$ cat config.mk
export PLATFORM = sky130hd
export DESIGN_NAME = rc4_ctrl
export DESIGN_NICKNAME = d
export VERILOG_FILES = /design/src/hw/rtl/rc4_pkg.sv /design/src/hw/rtl/rc4_ctrl.sv
export SDC_FILE = /design/constraint.sdc
export NUM_CORES = 1
export LEC_CHECK = 0
export ABC_AREA = 1
export BUFFER_PORTS_ARGS = -buffer_cell sky130_fd_sc_hd__buf_4
export CAP_MARGIN = 20
export CORE_AREA = 2 2 39 41
export CTS_CLUSTER_DIAMETER = 80
export DETAILED_ROUTE_END_ITERATION = 7
export DIE_AREA = 0 0 41 43
export GPL_ROUTABILITY_DRIVEN = 1
export GPL_TIMING_DRIVEN = 0
export PLACE_DENSITY = 0.52
export SYNTH_ARGS = -nofsm -noshare
export SYNTH_HDL_FRONTEND = slang
export SYNTH_SLANG_ARGS = --single-unit
export TNS_END_PERCENT = 100
$ cat constraint.sdc
create_clock -name clock -period 1.6 [get_ports clock]
set_clock_uncertainty 0.05 [all_clocks]
set_input_delay 0.32 -clock clock [delete_from_list [all_inputs] [get_ports clock]]
set_output_delay 0.32 -clock clock [all_outputs]
set_load 0.02 [all_outputs]
$ cat src/hw/rtl/rc4_pkg.sv
// ============================================================================
// RC4 package
// Shared constants, payload types, datapath commands and controller states
// for the RC4 stream cipher engine.
// ============================================================================
package rc4_pkg;

   localparam int PERM_SIZE = 256;
   localparam int KEY_MAX   = 256;
   localparam int KEY_CNT_W = 9;

   localparam logic REQ_KEY  = 1'b0;
   localparam logic REQ_DATA = 1'b1;

   typedef struct packed {
      logic       req_type;
      logic [7:0] byte_value;
      logic       key_last;
   } rc4_req_type;

   typedef struct packed {
      logic [7:0] cipher_byte;
      logic [7:0] keystream_byte;
   } rc4_rsp_type;

   typedef enum logic [3:0] {
      DP_IDLE,
      DP_KEY_STORE,
      DP_KEY_LAST,
      DP_KS_READ,
      DP_KS_ACC,
      DP_KS_SWAP1,
      DP_KS_SWAP2,
      DP_DATA_START,
      DP_GEN_J,
      DP_GEN_SWAP1,
      DP_GEN_SWAP2
   } dp_op_type;

   typedef struct packed {
      dp_op_type op;
      logic      out_load;
   } rc4_cmd_type;

   typedef struct packed {
      logic ks_done;
      logic out_free;
   } rc4_status_type;

   typedef enum logic [2:0] {
      ST_IDLE,
      ST_KS_READ,
      ST_KS_ACC,
      ST_KS_SWAP1,
      ST_KS_SWAP2,
      ST_GEN_J,
      ST_GEN_SWAP1,
      ST_GEN_SWAP2
   } rc4_state_type;

endpackage

$ cat src/hw/rtl/rc4_ctrl.sv
// ============================================================================
// RC4 controller
// Sequences key loads, the key schedule and the generator step, and issues
// one datapath command per cycle.
// ============================================================================
module rc4_ctrl import rc4_pkg::*; (
   input  logic           clock,
   input  logic           reset,
   input  logic           req_valid,
   input  rc4_req_type    req_data,
   output logic           req_stall,
   input  rc4_status_type status,
   output rc4_cmd_type    cmd
);

   rc4_state_type state_ff;
   rc4_state_type state_in;

   always_ff @(posedge clock) begin
      if (reset) begin
         state_ff <= ST_IDLE;
      end else begin
         state_ff <= state_in;
      end
   end

   always_comb begin
      state_in     = state_ff;
      cmd.op       = DP_IDLE;
      cmd.out_load = 1'b0;
      req_stall    = 1'b1;
      case (state_ff)
         ST_IDLE: begin
            req_stall = 1'b0;
            if (req_valid) begin
               if (req_data.req_type == REQ_DATA) begin
                  cmd.op   = DP_DATA_START;
                  state_in = ST_GEN_J;
               end else if (req_data.key_last) begin
                  cmd.op   = DP_KEY_LAST;
                  state_in = ST_KS_READ;
               end else begin
                  cmd.op = DP_KEY_STORE;
               end
            end
         end
         ST_KS_READ: begin
            cmd.op   = DP_KS_READ;
            state_in = ST_KS_ACC;
         end
         ST_KS_ACC: begin
            cmd.op   = DP_KS_ACC;
            state_in = ST_KS_SWAP1;
         end
         ST_KS_SWAP1: begin
            cmd.op   = DP_KS_SWAP1;
            state_in = ST_KS_SWAP2;
         end
         ST_KS_SWAP2: begin
            cmd.op   = DP_KS_SWAP2;
            state_in = status.ks_done ? ST_IDLE : ST_KS_READ;
         end
         ST_GEN_J: begin
            cmd.op   = DP_GEN_J;
            state_in = ST_GEN_SWAP1;
         end
         ST_GEN_SWAP1: begin
            cmd.op   = DP_GEN_SWAP1;
            state_in = ST_GEN_SWAP2;
         end
         ST_GEN_SWAP2: begin
            // Repeating this step while the output is full rewrites the same value.
            cmd.op = DP_GEN_SWAP2;
            if (status.out_free) begin
               cmd.out_load = 1'b1;
               state_in     = ST_IDLE;
            end
         end
         default: begin
            state_in = ST_IDLE;
         end
      endcase
   end

endmodule

==> impl_metrics.py <==
metrics = {
    "status": {
        "outcome": "finished with violations",
        "violations": "negative setup slack",
    },
    "clocking": {
        "cts_tree": "built",
        "ctsLongestPathBuffers": 2,
        "tritoncts.num_buffers": 3,
        "clkTransAtPathRegs_ps": 40,
        "tritoncts_num_sinks": 3,
        "cts-htree-levels": 1,
        "worstSkewPairLatency_ps": 230,
        "ctsHoldBuffers": 0,
        "cts-root-buf": "sky130_fd_sc_hd__clkbuf_4",
    },
    "floorplanning": {
        "ioPinCount": 21,
        "starting_density_of_the_core": 0.261,
        "die_height_um": 43,
        "fp.dieW_um": 41,
        "fp.dieArea_um2": 1760,
        "row_count": 14,
        "core_area_um2": 1380,
    },
    "logic_synthesis": {
        "synthArstFlopShare": 0,
        "largest_cells_by_area_after_synthesis": "sky130_fd_sc_hd__dfxtp_1, sky130_fd_sc_hd__nand2_1, sky130_fd_sc_hd__ha_1",
        "synthDominantCellAreaShare": 0.166,
        "register_area_share_after_synthesis": 0.166,
        "synth.avg_cell_area_um2": 5.93,
        "synth_area_leader_cell": "sky130_fd_sc_hd__dfxtp_1",
        "top_cells_by_count_synth": "sky130_fd_sc_hd__nand2_1, sky130_fd_sc_hd__inv_1, sky130_fd_sc_hd__nor2_1, sky130_fd_sc_hd__nand2_2",
        "yosys_register_bits": 3,
        "syn_inst": 61,
        "mappedNetlistNets": 80,
        "mappedNetlistArea_um2": 362,
        "yosys_warnings": 0,
        "synthDistinctLibCells": 14,
        "yosys.cell_count.top_type": "sky130_fd_sc_hd__nand2_1",
        "synthFlopType": "sky130_fd_sc_hd__dfxtp_1",
        "synth_enable_flop_cells": 0,
    },
    "worst_setup_path": {
        "setup.worst_path.class": "reg2out",
        "critical_path.endpoint_type": "output pin",
        "worst_r2r_endpoint": "state_ff[0]",
        "path_max_fanout": 4,
        "setup.worst_path.start": "state_ff[0]",
        "worstSetupEndpoint": "cmd[1]",
        "setup.worst_path.start_class": "flip-flop",
        "worst-endpoint-required_ps": 1230,
        "ff2ff_path_depth": 10,
        "worstPathArrival_ps": 1470,
        "r2r-start": "state_ff[0]",
        "r2r_setup_slack_ps": 230,
    },
    "pwr": {
        "power_density_nw_per_um2": 2460,
        "vdd_drop_max_v": 0.00108,
        "total_power_uw": 1620,
        "power_leakage_uw": 0.000330,
    },
    "cells_and_area": {
        "area_overhead_of_the_layout_relative_to_synthesis_pct": 82.4,
        "finish.cell_count_without_fillers": 99,
        "n_fill_cell": 137,
        "largest_register_ffs": 3,
        "largest_register": "state_ff",
        "nets": 103,
        "share_of_final_layout_standard_cells_stronger_than_drive_strength_1": 0.614,
        "antennaDiodeCount": 0,
        "reg_top3": "state_ff: 3 flops",
    },
    "placed_design": {
        "gp_routability_congestion": 0.682,
        "portBuffers": 12,
        "dp_hpwl_um": 667,
        "pre_cts_ws_ps": -134,
        "placed_cells": 89,
    },
    "timing": {
        "timing.max_slew.rel_slack": 0.863,
        "maxClockFrequency_mhz": 543,
        "finalSetupViolCount": 4,
        "worstMarginPinSlew_ps": 203,
        "fin_crit_ps": 1840,
        "post-route-worst-setup-slack_ps": -241,
        "finalCritPeriodShare": 1.15,
        "finalHoldViolations": 0,
        "worst_slack_on_hold_paths_ps": 195,
        "final-max-slew-violation-count": 0,
        "rsz_0062_raised_after_global_routing": "true",
    },
    "global_routing": {
        "global_route.usage.met2": 0.231,
        "overflow_left_after_global_routing": 0,
        "global_route.peak_usage_layer": "met2",
        "grtUsageMet3": 0,
        "global_route_wire_length_before_repair_um": 1600,
        "grt.total_usage": 0.135,
        "pin_count_of_the_biggest_net_entering_global_routing": 10,
        "number_of_global_route_vias_before_repair": 385,
        "grt_antenna_before_repair": 0,
        "grt_use_met1": 0.167,
    },
    "route": {
        "first_pass_iters": 4,
        "postRouteWirelength_um": 995,
        "number_of_vias_per_cell": 4.24,
        "remaining_drc_errors": 0,
        "detailroute.via_count": 420,
        "first_drt_iteration_drcs": 4,
        "wire_per_inst_um": 10.1,
        "number_of_antenna_violating_nets_in_the_routed_design": 0,
    },
    "hold_path": {
        "worstHoldPathType": "in2reg",
        "worst_hold_path.num_cells": 2,
    },
    "job": {
        "maximum_capacitance_violations": 0,
    },
}
-- worst max-delay path: stages (launching register included) --
cell                      delay (ps)
sky130_fd_sc_hd__dfxtp_4         380
sky130_fd_sc_hd__inv_6            50
sky130_fd_sc_hd__ha_4            160
sky130_fd_sc_hd__nand2_2          70
sky130_fd_sc_hd__nand2_2          70
sky130_fd_sc_hd__nor2_4          150
sky130_fd_sc_hd__nand2_4          90
sky130_fd_sc_hd__o21ai_2         140
sky130_fd_sc_hd__buf_6           130
-- per-layer routing --
layer	share of wire	wire [µm]
met3	0.020	20
met1	0.44	440
met2	0.54	534
met4	0	0
met5	0	0
-- cell usage in the layout (no fill, tap or decap), types with 3 or more instances in the layout --
master                     instances
sky130_fd_sc_hd__inv_1             3
sky130_fd_sc_hd__clkbuf_4          3
sky130_fd_sc_hd__nand3_1           3
sky130_fd_sc_hd__nand2_2           7
sky130_fd_sc_hd__nor2_4            3
sky130_fd_sc_hd__nand2_1          13
sky130_fd_sc_hd__inv_2             4
sky130_fd_sc_hd__ha_4              3
sky130_fd_sc_hd__buf_4            12
sky130_fd_sc_hd__a21oi_1           3
sky130_fd_sc_hd__buf_6             7
sky130_fd_sc_hd__o21ai_2           3
sky130_fd_sc_hd__nor2_1            6
-- power by group --
| group | internal, µW | leakage [µW] | switching, µW |
|---|---|---|---|
| Clock | 93.2 | 0.0000150 | 35.3 |
| Sequential | 126 | 0.0000261 | 62.6 |
| Combinational | 620 | 0.000289 | 684 |
| Total | 839 | 0.000330 | 782 |
-- cell families after synthesis --
logic type | after synthesis | share of synthesized area
simple gates | 35 | 0.450
buf+inv | 11 | 0.135
compound gates | 8 | 0.111
fa+ha+maj | 4 | 0.138
flops | 3 | 0.166
-- cell type report --
cell class | count | area (µm²) | share of cell area
clock buffers | 4 | 26.3 | 0.0398
inverters | 10 | 47.5 | 0.0721
flip-flops and latches | 3 | 67.6 | 0.102
multi-input cells | 47 | 329 | 0.499
well taps | 16 | 20.0 | 0.0304
repair buffers | 18 | 158 | 0.239
plain buffers | 1 | 11.3 | 0.0171
-- worst min path at each step --
stage | startpoint | endpoint | slack, ps
CTS | reset | state_ff[1] | 190
floorplan | reset | state_ff[1] | 340
finish | reset | state_ff[1] | 190
detailed placement | reset | state_ff[1] | 440
global route | reset | state_ff[1] | 210
global placement | reset | state_ff[1] | 440
-- repair_timing --
action | 4_1_cts | 5_1_grt
endpoints found under the setup margin | 5 | 5
buffers inserted | 6 | 1
pin swaps | 11 | 6
cloned | 0 | 0
resized for setup | 23 | 14
-- stage by stage --
| step | cell area (µm²) | TNS (ps) | util |
|---|---|---|---|
| 6_report | 659 | -811 | 0.476 |
| 5_1_grt | 659 | -1090 | 0.476 |
| 4_1_cts | 606 | -761 | 0.438 |
| 3_5_place_dp | 472 | -377 | 0.341 |
| 3_3_place_gp | 472 | -382 | 0.341 |
| 2_1_floorplan | 362 | -170 | - |
No activity file was read; power rests on OpenSTA's default activity.
